===== config.mk =====
export PLATFORM = sky130hd
export DESIGN_NAME = rkst_front
export DESIGN_NICKNAME = d
export VERILOG_FILES = /design/src/design/assert_macros.svh /design/src/design/rkst_pkg.sv /design/src/design/rkst_front.sv
export SDC_FILE = /design/constraint.sdc
export NUM_CORES = 1
export LEC_CHECK = 0
export BUFFER_PORTS_ARGS = -buffer_cell sky130_fd_sc_hd__buf_2
export CAP_MARGIN = 20
export CORE_ASPECT_RATIO = 0.9
export CORE_UTILIZATION = 56
export CTS_CLUSTER_SIZE = 28
export DETAILED_ROUTE_END_ITERATION = 16
export GPL_TIMING_DRIVEN = 0
export PLACE_DENSITY = 0.95
export SETUP_SLACK_MARGIN = 0.2
export SLEW_MARGIN = 20
export SYNTH_ARGS = -nofsm -noshare
export SYNTH_HDL_FRONTEND = slang
export SYNTH_SLANG_ARGS = --single-unit

===== constraint.sdc =====
create_clock -name clock -period 5.67 [get_ports clock]
set_clock_uncertainty 0.05 [all_clocks]
set_input_delay 1.701 -clock clock [delete_from_list [all_inputs] [get_ports clock]]
set_output_delay 1.701 -clock clock [all_outputs]
set_load 0.02 [all_outputs]

===== src/design/assert_macros.svh =====
// ----------------------------------------------------------------------------
// assert_macros.svh
// Assertion macros used by the top-level design file.
// ----------------------------------------------------------------------------
`ifndef ASSERT_MACROS_SVH
`define ASSERT_MACROS_SVH

// Checked on every rising clock edge outside reset.
`define RKST_ASSERT(label, clk, rst, prop, msg) \
   label: assert property (@(posedge clk) disable iff (rst) (prop)) \
      else $error(msg);

// Checked on every rising clock edge, reset included.
`define RKST_ASSERT_ALWAYS(label, clk, prop, msg) \
   label: assert property (@(posedge clk) (prop)) else $error(msg);

`endif


===== src/design/rkst_pkg.sv =====
// ----------------------------------------------------------------------------
// rkst_pkg
// Types, widths and codes shared by the sorted ratio list.
// ----------------------------------------------------------------------------
package rkst_pkg;

   localparam int LIST_DEPTH    = 32;
   localparam int FRACTION_BITS = 8;

   localparam int TAG_W     = 16;
   localparam int SHOTS_W   = 16;
   localparam int PTS_W     = 18;
   localparam int KEY_W     = 18;
   localparam int RIDX_W    = 5;
   localparam int POS_W     = 5;
   localparam int FILLED_W  = 6;

   localparam int IDX_W = (LIST_DEPTH > 1) ? $clog2(LIST_DEPTH) : 1;
   localparam int CNT_W = $clog2(LIST_DEPTH + 1);

   localparam logic [KEY_W-1:0] THRESHOLD_RESET = KEY_W'(5 << FRACTION_BITS);

   localparam logic [1:0] OP_INSERT = 2'd0;
   localparam logic [1:0] OP_READ   = 2'd1;
   localparam logic [1:0] OP_ZERO   = 2'd2;

   typedef struct packed {
      logic [1:0]         op;
      logic [TAG_W-1:0]   player_tag;
      logic [SHOTS_W-1:0] shots_taken;
      logic [PTS_W-1:0]   points_per_game;
      logic [RIDX_W-1:0]  read_index;
   } cmd_type;

   typedef struct packed {
      logic [TAG_W-1:0]   tag;
      logic [SHOTS_W-1:0] shots;
      logic [PTS_W-1:0]   points;
      logic [KEY_W-1:0]   key;
   } entry_type;

   typedef struct packed {
      logic                accepted;
      logic [POS_W-1:0]    insert_position;
      logic                div_error;
      logic [FILLED_W-1:0] filled_count;
      logic [TAG_W-1:0]    entry_tag;
      logic [SHOTS_W-1:0]  entry_shots;
      logic [PTS_W-1:0]    entry_points;
      logic [KEY_W-1:0]    entry_ratio;
      logic                entry_valid;
   } rsp_type;

endpackage


===== src/design/rkst_front.sv =====
// ----------------------------------------------------------------------------
// rkst_front
// Accepts requests, classifies them and holds them in a two-entry queue.
// ----------------------------------------------------------------------------
module rkst_front (
   input  logic                          clock,
   input  logic                          reset,
   input  logic                          push,
   output logic                          full,
   input  logic                          command,
   input  logic [rkst_pkg::TAG_W-1:0]    player_tag,
   input  logic [rkst_pkg::SHOTS_W-1:0]  shots_taken,
   input  logic [rkst_pkg::PTS_W-1:0]    points_per_game,
   input  logic [rkst_pkg::RIDX_W-1:0]   read_index,
   output logic                          cmd_valid,
   output rkst_pkg::cmd_type             cmd,
   input  logic                          cmd_take
);

   rkst_pkg::cmd_type slot_ff [2];
   rkst_pkg::cmd_type incoming;
   logic              wr_ptr_ff, wr_ptr_in;
   logic              rd_ptr_ff, rd_ptr_in;
   logic [1:0]        count_ff, count_in;
   logic              push_ok;
   logic              take_ok;

   assign full      = (count_ff == 2'd2);
   assign cmd_valid = (count_ff != 2'd0);
   assign cmd       = slot_ff[rd_ptr_ff];
   assign push_ok   = push && !full;
   assign take_ok   = cmd_take && cmd_valid;

   always_comb begin
      incoming.player_tag      = player_tag;
      incoming.shots_taken     = shots_taken;
      incoming.points_per_game = points_per_game;
      incoming.read_index      = read_index;
      if (command) begin
         incoming.op = rkst_pkg::OP_READ;
      end else if (shots_taken == '0) begin
         incoming.op = rkst_pkg::OP_ZERO;
      end else begin
         incoming.op = rkst_pkg::OP_INSERT;
      end
   end

   always_comb begin
      wr_ptr_in = push_ok ? !wr_ptr_ff : wr_ptr_ff;
      rd_ptr_in = take_ok ? !rd_ptr_ff : rd_ptr_ff;
      count_in  = count_ff + {1'b0, push_ok} - {1'b0, take_ok};
   end

   always_ff @(posedge clock) begin
      if (reset) begin
         wr_ptr_ff <= 1'b0;
         rd_ptr_ff <= 1'b0;
         count_ff  <= 2'd0;
      end else begin
         wr_ptr_ff <= wr_ptr_in;
         rd_ptr_ff <= rd_ptr_in;
         count_ff  <= count_in;
      end
   end

   always_ff @(posedge clock) begin
      if (push_ok) begin
         slot_ff[wr_ptr_ff] <= incoming;
      end
   end

endmodule


==> flow_summary_export.csv <==
group,metric,value,unit
clock_tree,cts_made_buffers,17,
drt,drc,0,
yosys,ys_types,25,
global_routing,grt_antenna_before_repair,0,
sta,hold_viol_final,0,
worst_setup_path,crit_arrival,1.76,ns
clock_tree,htreeDepth,4,
yosys,netlist_area,0.004389,mm²
hold_path,min_path_type,"flip-flop to flip-flop",
placement,place.gp.congestion,0.6725,
placement,dp_hpwl,4.924,mm
clock_tree,clk_pin_slew,0.05,ns
global_routing,grt_overflow,0,
sta,fin_tns_setup,0,ns
sta,fin_crit,3.515,ns
sta,slew_headroom,0.4813,
clock_tree,cts_root_buffer,"clkbuf_8",
finish,multi_input_area,803.3,µm²
placement,placed_area,0.005106,mm²
drt,drt_wl_total,7.726,mm
floorplanning,die_h,85.99,µm
clock_tree,hold_buffers,0,
clock_tree,clock_path_buffers,2,
worst_setup_path,cp-end-kind,"output port",
floorplanning,rows,30,
finish,nNetsFinal,409,
placement,place_ws,2.365,ns
drt,drt_iter0_markers,116,
floorplanning,fp.coreArea,0.007582,mm²
sta,period_share,0.6199,
finish,diodes,0,
sta,rsz0062_at_grt,"false",
yosys,netlist_instances,210,
power_and_ir_drop,p_per_area,514.3,mW/mm²
power_and_ir_drop,total_power,0.002926,W
sta,worst_pin_slew,0.7781,ns
finish,drive_gt1_frac,0.4361,
global_routing,grt_util_met2,0.3299,
yosys,yosysSeqAreaShare,0.8027,
finish,seq_area,0.003523,mm²
finish,fill_cells,479,
global_routing,grtUsageMet3,0.07447,
outcome,outcome,"finished clean",
clock_tree,clock-sinks,119,
worst_setup_path,rrSetupSlack,3.69,ns
clock_tree,post_cts_buffers,0,
global_routing,grt_pass1_vias,2327,
sta,fin_hold_ws,0.4713,ns
drt,drt-wirelength-per-cell,16.94,µm
clock_tree,cts_tree,"done",
sta,fin_ws,2.155,ns
worst_setup_path,required,3.92,ns
drt,vias,2331,
worst_setup_path,slowest_delay,0.35,ns
job,drv_cap,0,
global_routing,grt_max_degree,58,
finish,fin_area,0.005689,mm²
yosys,syn-num-nets,272,
worst_setup_path,r2r_cells,4,
worst_setup_path,r2r-end,"slot_ff[0][25]",
global_routing,grtUsageMet1,0.2408,
placement,numPortBuffers,118,
yosys,postSynthAreaPerCell,20.90,µm²
drt,avgViaCountPerCell,5.112,
sta,setup_violations,0,
drt,antenna_left,0,
yosys,ys_ff_latch,119,
worst_setup_path,cp-start-kind,"flip-flop",
worst_setup_path,reg2reg_from,"count_ff[0]",
hold_path,min_from,"rd_ptr_ff",
power_and_ir_drop,p_leak,2.195,nW
drt,dr.pass1.iters,4,
power_and_ir_drop,worst_ir_drop_vdd,0.0003957,V
sta,fmaxAchievable,284.5,MHz
floorplanning,start_util,0.5789,
worst_setup_path,crit_slowest_cell,"mux2_1",
yosys,ys_warn_count,0,
clock_tree,ctsResizeCount,0,
floorplanning,die_w,95.32,µm
floorplanning,die_area,0.008197,mm²
worst_setup_path,path_class,"flip-flop to output port",
global_routing,grt_pass1_wl,11.64,mm
worst_setup_path,crit_chain,"buf_4, buf_6, mux2_1, buf_2",
worst_setup_path,cp_max_fo,10,
finish,area.growth.synth_to_final,29.62,%
global_routing,busiest_layer,"met2",
clock_tree,insertion_delay,0.49,ns
global_routing,grt_use_total,0.1998,
sta,drv_slew,0,
floorplanning,io_pins,119,
hold_path,hold_depth,2,
==> synth_stat cells <==
cell / instances / area share
a21oi_1: 1 / 0.0011
and2_1: 1 / 0.0014
and3_2: 1 / 0.0017
buf_2: 2 / 0.0023
buf_4: 1 / 0.0017
buf_6: 3 / 0.0077
dfxtp_1: 5 / 0.023
edfxtp_1: 114 / 0.78
ha_1: 2 / 0.0057
inv_1: 3 / 0.0026
inv_2: 1 / 0.00085
mux2_1: 57 / 0.15
nand2_1: 1 / 0.00085
nand2b_2: 1 / 0.0020
nand4_1: 1 / 0.0014
nor2_1: 4 / 0.0034
nor2b_1: 1 / 0.0014
nor3_1: 1 / 0.0011
nor4_1: 4 / 0.0057
o21a_2: 1 / 0.0020
o21ai_0: 1 / 0.0011
or2_2: 1 / 0.0014
or3_1: 1 / 0.0014
xnor2_1: 1 / 0.0020
xor2_1: 1 / 0.0020
==> stage by stage <==
stage,std cells,util
floorplan,210,-
global placement,424,0.6726
detailed placement,424,0.6734
CTS,456,0.7503
global route,456,0.7503
finish,456,0.7503
==> flip-flops by register name (all words and copies together) (netlist names), named ones only <==
signal     cells
slot_ff      114
rd_ptr_ff      1
wr_ptr_ff      1
count_ff       2
==> cells in the final DEF (no fill, tap or decap), types with 2 or more instances in the layout <==
| master | instances |
|---|---|
| buf_2 | 120 |
| buf_6 | 3 |
| bufinv_16 | 3 |
| clkbuf_1 | 4 |
| clkbuf_16 | 16 |
| clkbuf_8 | 3 |
| clkinv_2 | 2 |
| clkinvlp_4 | 3 |
| dfxtp_1 | 5 |
| edfxtp_1 | 114 |
| ha_1 | 2 |
| inv_1 | 2 |
| mux2_1 | 57 |
| nor2_1 | 4 |
| nor4_1 | 4 |
==> how the worst max path moves through the flow <==
stage               from              to  slack [ns]  depth (start not counted)
2_1_floorplan       push   slot_ff[0][0]        2.00                          3
3_3_place_gp        push  slot_ff[0][46]        1.35                          4
3_5_place_dp        push  slot_ff[0][53]        2.36                          4
4_1_cts        flip-flop         cmd[47]        2.12                          4
5_1_grt        flip-flop         cmd[47]        2.07                          4
6_report       flip-flop         cmd[47]        2.15                          4
==> report_power, final <==
group / switching, W / internal (W)
Sequential: 0.0000374 / 0.00112
Clock: 0.000353 / 0.000689
Combinational: 0.000456 / 0.000268
Total: 0.000846 / 0.00208
==> cell families after synthesis <==
logic type | Yosys count | share of synthesized area
compound gates | 3 | 0.004274
xor+xnor | 2 | 0.003992
fa+ha+maj | 2 | 0.005700
buf+inv | 10 | 0.01511
flops | 119 | 0.8027
mux | 57 | 0.1462
simple gates | 17 | 0.02195
==> per-layer routing <==
metal  share of wire  routed length, µm  vias to the layer above
li1                -                  -                     1102
met2            0.51               3954                       80
met4          0.0084                 65                        0
met1            0.43               3287                     1140
met5               0                  0                        -
met3           0.054                419                        9
==> final cells by class <==
type	count	area share
Multi-Input combinational cell	81	0.1412
Sequential cell	119	0.6193
Clock buffer	23	0.08027
Clock inverter	9	0.02221
Timing Repair Buffer	118	0.1038
Tap cell	96	0.02111
Buffer	6	0.009017
Inverter	4	0.003079
==> critical path, delay by kind of cell, from the launching register on <==
| family | cells | cell delay (ns) |
|---|---|---|
| flip-flops | 1 | 0.34 |
| buffers and inverters | 3 | 0.57 |
| multiplexers | 1 | 0.35 |
Power figures use the tool's default switching activity.
