==> src/design/assert_macros.svh <==
// ----------------------------------------------------------------------------
// assert_macros.svh
// Assertion macros used by the top-level design file.
// ----------------------------------------------------------------------------
`ifndef ASSERT_MACROS_SVH
`define ASSERT_MACROS_SVH

// Checked on every rising clock edge outside reset.
`define RKST_ASSERT(label, clk, rst, prop, msg) \
   label: assert property (@(posedge clk) disable iff (rst) (prop)) \
      else $error(msg);

// Checked on every rising clock edge, reset included.
`define RKST_ASSERT_ALWAYS(label, clk, prop, msg) \
   label: assert property (@(posedge clk) (prop)) else $error(msg);

`endif

==> src/design/rkst_pkg.sv <==
// ----------------------------------------------------------------------------
// rkst_pkg
// Types, widths and codes shared by the sorted ratio list.
// ----------------------------------------------------------------------------
package rkst_pkg;

   localparam int LIST_DEPTH    = 32;
   localparam int FRACTION_BITS = 8;

   localparam int TAG_W     = 16;
   localparam int SHOTS_W   = 16;
   localparam int PTS_W     = 18;
   localparam int KEY_W     = 18;
   localparam int RIDX_W    = 5;
   localparam int POS_W     = 5;
   localparam int FILLED_W  = 6;

   localparam int IDX_W = (LIST_DEPTH > 1) ? $clog2(LIST_DEPTH) : 1;
   localparam int CNT_W = $clog2(LIST_DEPTH + 1);

   localparam logic [KEY_W-1:0] THRESHOLD_RESET = KEY_W'(5 << FRACTION_BITS);

   localparam logic [1:0] OP_INSERT = 2'd0;
   localparam logic [1:0] OP_READ   = 2'd1;
   localparam logic [1:0] OP_ZERO   = 2'd2;

   typedef struct packed {
      logic [1:0]         op;
      logic [TAG_W-1:0]   player_tag;
      logic [SHOTS_W-1:0] shots_taken;
      logic [PTS_W-1:0]   points_per_game;
      logic [RIDX_W-1:0]  read_index;
   } cmd_type;

   typedef struct packed {
      logic [TAG_W-1:0]   tag;
      logic [SHOTS_W-1:0] shots;
      logic [PTS_W-1:0]   points;
      logic [KEY_W-1:0]   key;
   } entry_type;

   typedef struct packed {
      logic                accepted;
      logic [POS_W-1:0]    insert_position;
      logic                div_error;
      logic [FILLED_W-1:0] filled_count;
      logic [TAG_W-1:0]    entry_tag;
      logic [SHOTS_W-1:0]  entry_shots;
      logic [PTS_W-1:0]    entry_points;
      logic [KEY_W-1:0]    entry_ratio;
      logic                entry_valid;
   } rsp_type;

endpackage

==> src/design/rkst_divider.sv <==
// ----------------------------------------------------------------------------
// rkst_divider
// Restoring radix-2 divider, one quotient bit per cycle.
// ----------------------------------------------------------------------------
module rkst_divider (
   input  logic                          clock,
   input  logic                          reset,
   input  logic                          start,
   input  logic [rkst_pkg::PTS_W-1:0]    dividend,
   input  logic [rkst_pkg::SHOTS_W-1:0]  divisor,
   output logic                          done,
   output logic [rkst_pkg::PTS_W-1:0]    quotient
);

   localparam int STEP_W = $clog2(rkst_pkg::PTS_W + 1);

   logic                         busy_ff, busy_in;
   logic                         done_ff, done_in;
   logic [STEP_W-1:0]            step_ff, step_in;
   logic [rkst_pkg::SHOTS_W-1:0] rem_ff, rem_in;
   logic [rkst_pkg::SHOTS_W-1:0] dsr_ff, dsr_in;
   logic [rkst_pkg::PTS_W-1:0]   quo_ff, quo_in;
   logic [rkst_pkg::SHOTS_W:0]   trial;
   logic [rkst_pkg::SHOTS_W:0]   diff;
   logic                         fits;

   assign done     = done_ff;
   assign quotient = quo_ff;

   assign trial = {rem_ff, quo_ff[rkst_pkg::PTS_W-1]};
   assign fits  = (trial >= {1'b0, dsr_ff});
   assign diff  = trial - {1'b0, dsr_ff};

   always_comb begin
      busy_in = busy_ff;
      done_in = 1'b0;
      step_in = step_ff;
      rem_in  = rem_ff;
      dsr_in  = dsr_ff;
      quo_in  = quo_ff;
      if (start) begin
         busy_in = 1'b1;
         step_in = '0;
         rem_in  = '0;
         dsr_in  = divisor;
         quo_in  = dividend;
      end else if (busy_ff) begin
         rem_in  = fits ? diff[rkst_pkg::SHOTS_W-1:0] : trial[rkst_pkg::SHOTS_W-1:0];
         quo_in  = {quo_ff[rkst_pkg::PTS_W-2:0], fits};
         step_in = step_ff + 1'b1;
         if (step_ff == STEP_W'(rkst_pkg::PTS_W - 1)) begin
            busy_in = 1'b0;
            done_in = 1'b1;
         end
      end
   end

   always_ff @(posedge clock) begin
      if (reset) begin
         busy_ff <= 1'b0;
         done_ff <= 1'b0;
         step_ff <= '0;
      end else begin
         busy_ff <= busy_in;
         done_ff <= done_in;
         step_ff <= step_in;
      end
   end

   always_ff @(posedge clock) begin
      rem_ff <= rem_in;
      dsr_ff <= dsr_in;
      quo_ff <= quo_in;
   end

endmodule

==> src/design/rkst_back.sv <==
// ----------------------------------------------------------------------------
// rkst_back
// Executes queued commands against the sorted list and holds the result.
// ----------------------------------------------------------------------------
module rkst_back (
   input  logic                         clock,
   input  logic                         reset,
   input  logic [rkst_pkg::KEY_W-1:0]   threshold,
   input  logic                         cmd_valid,
   input  rkst_pkg::cmd_type            cmd,
   output logic                         cmd_take,
   input  logic                         rsp_pop,
   output logic                         rsp_empty,
   output rkst_pkg::rsp_type            rsp
);

   localparam int DEPTH = rkst_pkg::LIST_DEPTH;

   localparam logic [1:0] S_IDLE = 2'd0;
   localparam logic [1:0] S_DIV  = 2'd1;
   localparam logic [1:0] S_CMP  = 2'd2;
   localparam logic [1:0] S_POS  = 2'd3;

   logic [1:0]                     state_ff, state_in;
   rkst_pkg::entry_type            entry_ff [DEPTH];
   rkst_pkg::entry_type            entry_in [DEPTH];
   logic [DEPTH-1:0]               valid_ff, valid_in;
   logic [DEPTH-1:0]               ge_ff, ge_in;
   logic [rkst_pkg::CNT_W-1:0]     occ_ff, occ_in;
   rkst_pkg::cmd_type              cur_ff, cur_in;
   logic [rkst_pkg::KEY_W-1:0]     key_ff, key_in;
   rkst_pkg::rsp_type              res_ff, res_in;
   logic                           res_valid_ff, res_valid_in;

   logic                           div_start;
   logic                           div_done;
   logic [rkst_pkg::PTS_W-1:0]     div_quotient;
   logic [DEPTH:0]                 boundary;
   logic [rkst_pkg::CNT_W-1:0]     pos;
   logic                           list_full;
   logic [rkst_pkg::IDX_W-1:0]     rd_idx;
   logic                           rd_in_range;
   rkst_pkg::entry_type            new_entry;

   assign rsp       = res_ff;
   assign rsp_empty = !res_valid_ff;
   assign cmd_take  = (state_ff == S_IDLE) && cmd_valid && (!res_valid_ff || rsp_pop);
   assign div_start = cmd_take && (cmd.op == rkst_pkg::OP_INSERT);

   rkst_divider u_divider (
      .clock    (clock),
      .reset    (reset),
      .start    (div_start),
      .dividend (cmd.points_per_game),
      .divisor  (cmd.shots_taken),
      .done     (div_done),
      .quotient (div_quotient)
   );

   // The compare vector is a run of ones from the head, so the insert
   // position is where that run ends.
   always_comb begin
      boundary[0] = !ge_ff[0];
      for (int k = 1; k < DEPTH; k++) begin
         boundary[k] = ge_ff[k-1] && !ge_ff[k];
      end
      boundary[DEPTH] = ge_ff[DEPTH-1];
      pos = '0;
      for (int k = 0; k <= DEPTH; k++) begin
         pos = pos | ({rkst_pkg::CNT_W{boundary[k]}} & rkst_pkg::CNT_W'(k));
      end
   end

   assign list_full   = boundary[DEPTH];
   assign rd_idx      = rkst_pkg::IDX_W'(cmd.read_index);
   assign rd_in_range = (int'(cmd.read_index) < DEPTH);

   always_comb begin
      new_entry.tag    = cur_ff.player_tag;
      new_entry.shots  = cur_ff.shots_taken;
      new_entry.points = cur_ff.points_per_game;
      new_entry.key    = key_ff;
   end

   always_comb begin
      state_in     = state_ff;
      valid_in     = valid_ff;
      ge_in        = ge_ff;
      occ_in       = occ_ff;
      cur_in       = cur_ff;
      key_in       = key_ff;
      res_in       = res_ff;
      res_valid_in = res_valid_ff && !rsp_pop;
      for (int k = 0; k < DEPTH; k++) begin
         entry_in[k] = entry_ff[k];
      end

      unique case (state_ff)
         S_IDLE: begin
            if (cmd_take) begin
               cur_in = cmd;
               res_in = '0;
               res_in.filled_count = rkst_pkg::FILLED_W'(occ_ff);
               unique case (cmd.op)
                  rkst_pkg::OP_READ: begin
                     res_valid_in = 1'b1;
                     if (rd_in_range && valid_ff[rd_idx]) begin
                        res_in.entry_tag    = entry_ff[rd_idx].tag;
                        res_in.entry_shots  = entry_ff[rd_idx].shots;
                        res_in.entry_points = entry_ff[rd_idx].points;
                        res_in.entry_ratio  = entry_ff[rd_idx].key;
                        res_in.entry_valid  = 1'b1;
                     end
                  end
                  rkst_pkg::OP_ZERO: begin
                     res_valid_in     = 1'b1;
                     res_in.div_error = 1'b1;
                  end
                  rkst_pkg::OP_INSERT: begin
                     state_in = S_DIV;
                  end
                  default: begin
                     res_valid_in = 1'b1;
                  end
               endcase
            end
         end
         S_DIV: begin
            if (div_done) begin
               if (div_quotient > threshold) begin
                  key_in   = div_quotient;
                  state_in = S_CMP;
               end else begin
                  res_valid_in = 1'b1;
                  state_in     = S_IDLE;
               end
            end
         end
         S_CMP: begin
            for (int k = 0; k < DEPTH; k++) begin
               ge_in[k] = valid_ff[k] && (entry_ff[k].key >= key_ff);
            end
            state_in = S_POS;
         end
         S_POS: begin
            if (!list_full) begin
               for (int k = 0; k < DEPTH; k++) begin
                  if (boundary[k]) begin
                     entry_in[k] = new_entry;
                     valid_in[k] = 1'b1;
                  end else if (!ge_ff[k] && k > 0) begin
                     entry_in[k] = entry_ff[(k > 0) ? k - 1 : 0];
                     valid_in[k] = valid_ff[(k > 0) ? k - 1 : 0];
                  end
               end
               if (occ_ff != rkst_pkg::CNT_W'(DEPTH)) begin
                  occ_in = occ_ff + 1'b1;
               end
               res_in.accepted        = 1'b1;
               res_in.insert_position = rkst_pkg::POS_W'(pos);
            end
            res_in.filled_count = rkst_pkg::FILLED_W'(occ_in);
            res_valid_in        = 1'b1;
            state_in            = S_IDLE;
         end
         default: begin
            state_in = S_IDLE;
         end
      endcase
   end

   always_ff @(posedge clock) begin
      if (reset) begin
         state_ff     <= S_IDLE;
         valid_ff     <= '0;
         occ_ff       <= '0;
         res_valid_ff <= 1'b0;
      end else begin
         state_ff     <= state_in;
         valid_ff     <= valid_in;
         occ_ff       <= occ_in;
         res_valid_ff <= res_valid_in;
      end
   end

   always_ff @(posedge clock) begin
      for (int k = 0; k < DEPTH; k++) begin
         entry_ff[k] <= entry_in[k];
      end
      ge_ff  <= ge_in;
      cur_ff <= cur_in;
      key_ff <= key_in;
      res_ff <= res_in;
   end

endmodule

==> config.mk <==
export PLATFORM = sky130hd
export DESIGN_NAME = rkst_back
export DESIGN_NICKNAME = d
export VERILOG_FILES = /design/src/design/assert_macros.svh /design/src/design/rkst_pkg.sv /design/src/design/rkst_divider.sv /design/src/design/rkst_back.sv
export SDC_FILE = /design/constraint.sdc
export NUM_CORES = 2
export LEC_CHECK = 0
export ABC_CLOCK_PERIOD_IN_PS = 6450
export BUFFER_PORTS_ARGS = -buffer_cell sky130_fd_sc_hd__clkbuf_2
export CAP_MARGIN = 10
export CORE_MARGIN = 2
export CORE_UTILIZATION = 27
export CTS_CLUSTER_DIAMETER = 50
export DETAILED_ROUTE_END_ITERATION = 8
export PLACE_DENSITY = 0.46
export SLEW_MARGIN = 20
export SYNTH_ARGS = -nofsm -noshare
export SYNTH_HDL_FRONTEND = slang
export SYNTH_SLANG_ARGS = --single-unit
==> constraint.sdc <==
create_clock -name clock -period 6.45 [get_ports clock]
set_input_delay 0.3225 -clock clock [delete_from_list [all_inputs] [get_ports clock]]
set_output_delay 0.3225 -clock clock [all_outputs]
set_load 0.01 [all_outputs]
==> flow_summary.ini <==
[critical_path]
crit_slowest_cell = buf_4
max_stage_delay_ns = 0.66
cp.arrival_ns = 4.61
critical_path.top_delay_family = buffers and inverters
reg2reg_depth = 7
setup.worst_path.start_class = register
crit_type = register to register
crit_path_frequent_cell = buf_4
rrSetupSlack_ns = 2.40
r2r-start = state_ff[0]
crit_buf_inv = 4
r2r-end = entry_ff[5][45]
crit_path_end_kind = register
critPathRequiredTime_ns = 7.01
cp_max_fo = 28
worstPathCellList = nand2_1 > inv_1 > nand2b_4 > buf_4 > nor2_4 > buf_4 > buf_4

[power]
p_per_area_nw_per_um2 = 253.2
power.share.combinational = 0.052
p_leak_nw = 52.25
pwr-share-seq = 0.461
vdd.ir_drop.worst_mv = 0.1987
intPower_w = 0.02921
swShare = 0.2368
p_clk_frac = 0.487
p_switching_w = 0.009064

[clock_tree]
clock_path_buffers = 4
clock-root-buffer = clkbuf_16
cts.clk_slew.worst_paths_ns = 0.06
cts_setup_buffers = 0
cts_sinks = 2456
clkLatencyLatePin_ns = 0.97
tritoncts = yes
cts_buffers = 327
htree_levels = 5

[cells_and_area]
syn_to_final_growth_pct = 15.60
drive_gt1_frac = 0.3522
nNetsFinal = 9558
fin_cells = 15560

[hold_path]
hold_path_end = cur_ff[39]
min_path_type = primary input to register
min_path_cells = 2
hold_path_startpoint = cmd[39]

[grt]
antenna_found_initial = 22
track_usage = 0.1915
grt_pass1_wl_mm = 676.1
grt_overflow = 0
grt_max_degree = 104
grt_pass1_vias = 84160

[place]
numPortBuffers = 162
dp.cells = 14880
dpl.hpwl_mm = 297.2
gp_congestion = 0.8329

[floorplan]
rows = 255
fp.dieArea_sq_um = 489900
initial_utilization = 0.2711
ios = 163
dieWidth_microns = 699.9
core_area_sq_um = 482400
die_y_microns = 699.9

[drt]
top_layer = met4
wire_per_inst_microns = 30.99
wl_met1_mm = 208.4
viasPerCell = 5.291
drt_iter0_markers = 8673
drc_errors = 0
met2_length_mm = 234.0
dr.pass1.iters = 5
num_vias = 82350
routed-wl-met3_mm = 26.39
ant_nets = 0
wirelength_mm = 482.4

[synth]
yosys.area.top_type_share = 0.5493
synthArstFlopShare = 0
synth-seq-cells = 2456
synth_top_family_by_area = multiplexers
syn_area_per_cell_sq_um = 14.83
synth_area_leaders = edfxtp_1, mux2_2, mux4_2, ha_1, o21ai_0
synthCells = 8817
synth_most_common_cell = edfxtp_1
synth_xor_area_frac = 0.001005
synthesis.area_sq_um = 130800
synth-main-ff-cell = edfxtp_1
synthMuxAreaShare = 0.2561
synth_compound_area_frac = 0.05803
yosys.area.top_type = edfxtp_1
synth_adder_area_share = 0.05890
synth_fp_nets = 9511
yosys.cell_types.count = 65
synth_edf_count = 2392
synth_common_cells = edfxtp_1, mux2_2, o21ai_0
yosysWarnings = 0
synth-simple-area-share = 0.04162
yosysSeqAreaShare = 0.5591

[timing]
whs_ns = 0.08540
fin_tns_setup_ns = 0
hold_violations = 0
skew_ns = 0.05638
slew_viol_final = 0
rsz0062_at_grt = no
period_share = 0.6282
fmax_mhz = 246.8
fin_crit_ns = 4.052
tightestPinTransition_ns = 1.159
relSlewSlack = 0.2228
setup_viol = 0

[flow_run]
drv_cap = 0

[run_status]
status = finished clean
-- cell families (layout without fill, tap and decap cells) --
| kind of cell | after synthesis | in the layout |
|---|---|---|
| AO/OA/AOI/OAI | 1325 | 1325 |
| adder cells (fa/ha/maj) | 615 | 615 |
| buffers and inverters | 841 | 1156 |
| flip-flops | 2456 | 2456 |
| AND/OR/NAND/NOR | 1197 | 1197 |
| XOR/XNOR | 15 | 15 |
| multiplexers | 2368 | 2368 |
| other | 0 | 6 |
-- cell type report --
type                    count  area [sq um]
inverters                 113         436.7
fillers                 47530        331300
multi-input cells        5520         54860
well taps                6425          8039
clock inverters           217          2248
repair buffers            446          3910
flip-flops and latches   2456         73110
diodes                      6         15.01
clock buffers             380          8541
-- how the worst max path moves through the flow --
stage                     start         endpoint  slack (ns)  cells past startpoint
finish              state_ff[0]  entry_ff[5][45]        2.40                      7
CTS                 state_ff[0]  entry_ff[5][45]        2.41                      7
global placement         cmd[0]          rsp[61]        2.45                      7
detailed placement  state_ff[0]  entry_ff[5][41]        2.41                      7
global route        state_ff[0]  entry_ff[5][45]        2.22                      7
floorplan           state_ff[0]     valid_ff[10]        1.87                      8
-- worst reg2reg max path, stage by stage, from the launching register on --
cell	delay [ns]
dfxtp_1	0.48
nand2_1	0.53
inv_1	0.37
nand2b_4	0.37
buf_4	0.51
nor2_4	0.23
buf_4	0.38
buf_4	0.72
-- layout by cell type, fill, tap and decap left out, types with 56 or more instances in the layout --
master / instances
nor2_1: 144
nand2_1: 648
a21oi_1: 276
dlygate4sd3_1: 56
a211oi_1: 96
buf_4: 160
dfxtp_1: 64
o21ai_0: 714
inv_1: 93
mux4_2: 622
clkbuf_2: 157
nor2b_1: 109
edfxtp_1: 2392
clkbuf_16: 334
mux2_2: 1600
a21o_1: 76
ha_1: 614
mux2i_1: 146
-- power groups by stage --
stage / combinational (W) / sequential [W] / clock (W)
after global routing: 0.00215 / 0.0177 / 0.0195
final: 0.00201 / 0.0176 / 0.0186
after CTS: 0.00196 / 0.0177 / 0.0190
after floorplan: 0.00138 / 0.0178 / 0
after detailed placement: 0.00193 / 0.0180 / 0
after global placement: 0.00190 / 0.0180 / 0
-- registers in the layout, summed over array words and instances, names as in the netlist, named ones only --
register,flops
u_divider.quotient,18
key_ff,18
cur_ff,50
u_divider.rem_ff,16
rsp,82
u_divider.step_ff,5
u_divider.busy_ff,1
state_ff,1
u_divider.dsr_ff,16
occ_ff,6
res_valid_ff,1
ge_ff,32
valid_ff,32
entry_ff,2176
u_divider.done,1
-- metal layers --
layer	global-route usage	up-vias
li1	-	34960
met1	0.2584	43890
met2	0.3251	2929
met3	0.02306	573
met4	0.05091	0
met5	0	-
-- through the flow --
stage / power, W / setup WS [ns] / cell area (sq um) / util
after floorplan: 0.01920 / 1.872 / 130800 / -
after global placement: 0.01994 / 2.446 / 139300 / 0.2888
after detailed placement: 0.01996 / 2.406 / 139500 / 0.2891
after CTS: 0.03865 / 2.407 / 150800 / 0.3126
after global routing: 0.03934 / 2.218 / 151100 / 0.3133
final: 0.03827 / 2.398 / 151200 / 0.3133
-- repair_timing --
item / in CTS / in global routing
resized for setup: 0 / 0
hold buffers: 56 / 0
hold endpoints to repair: 94 / 0
No activity file was read; power rests on OpenSTA's default activity.
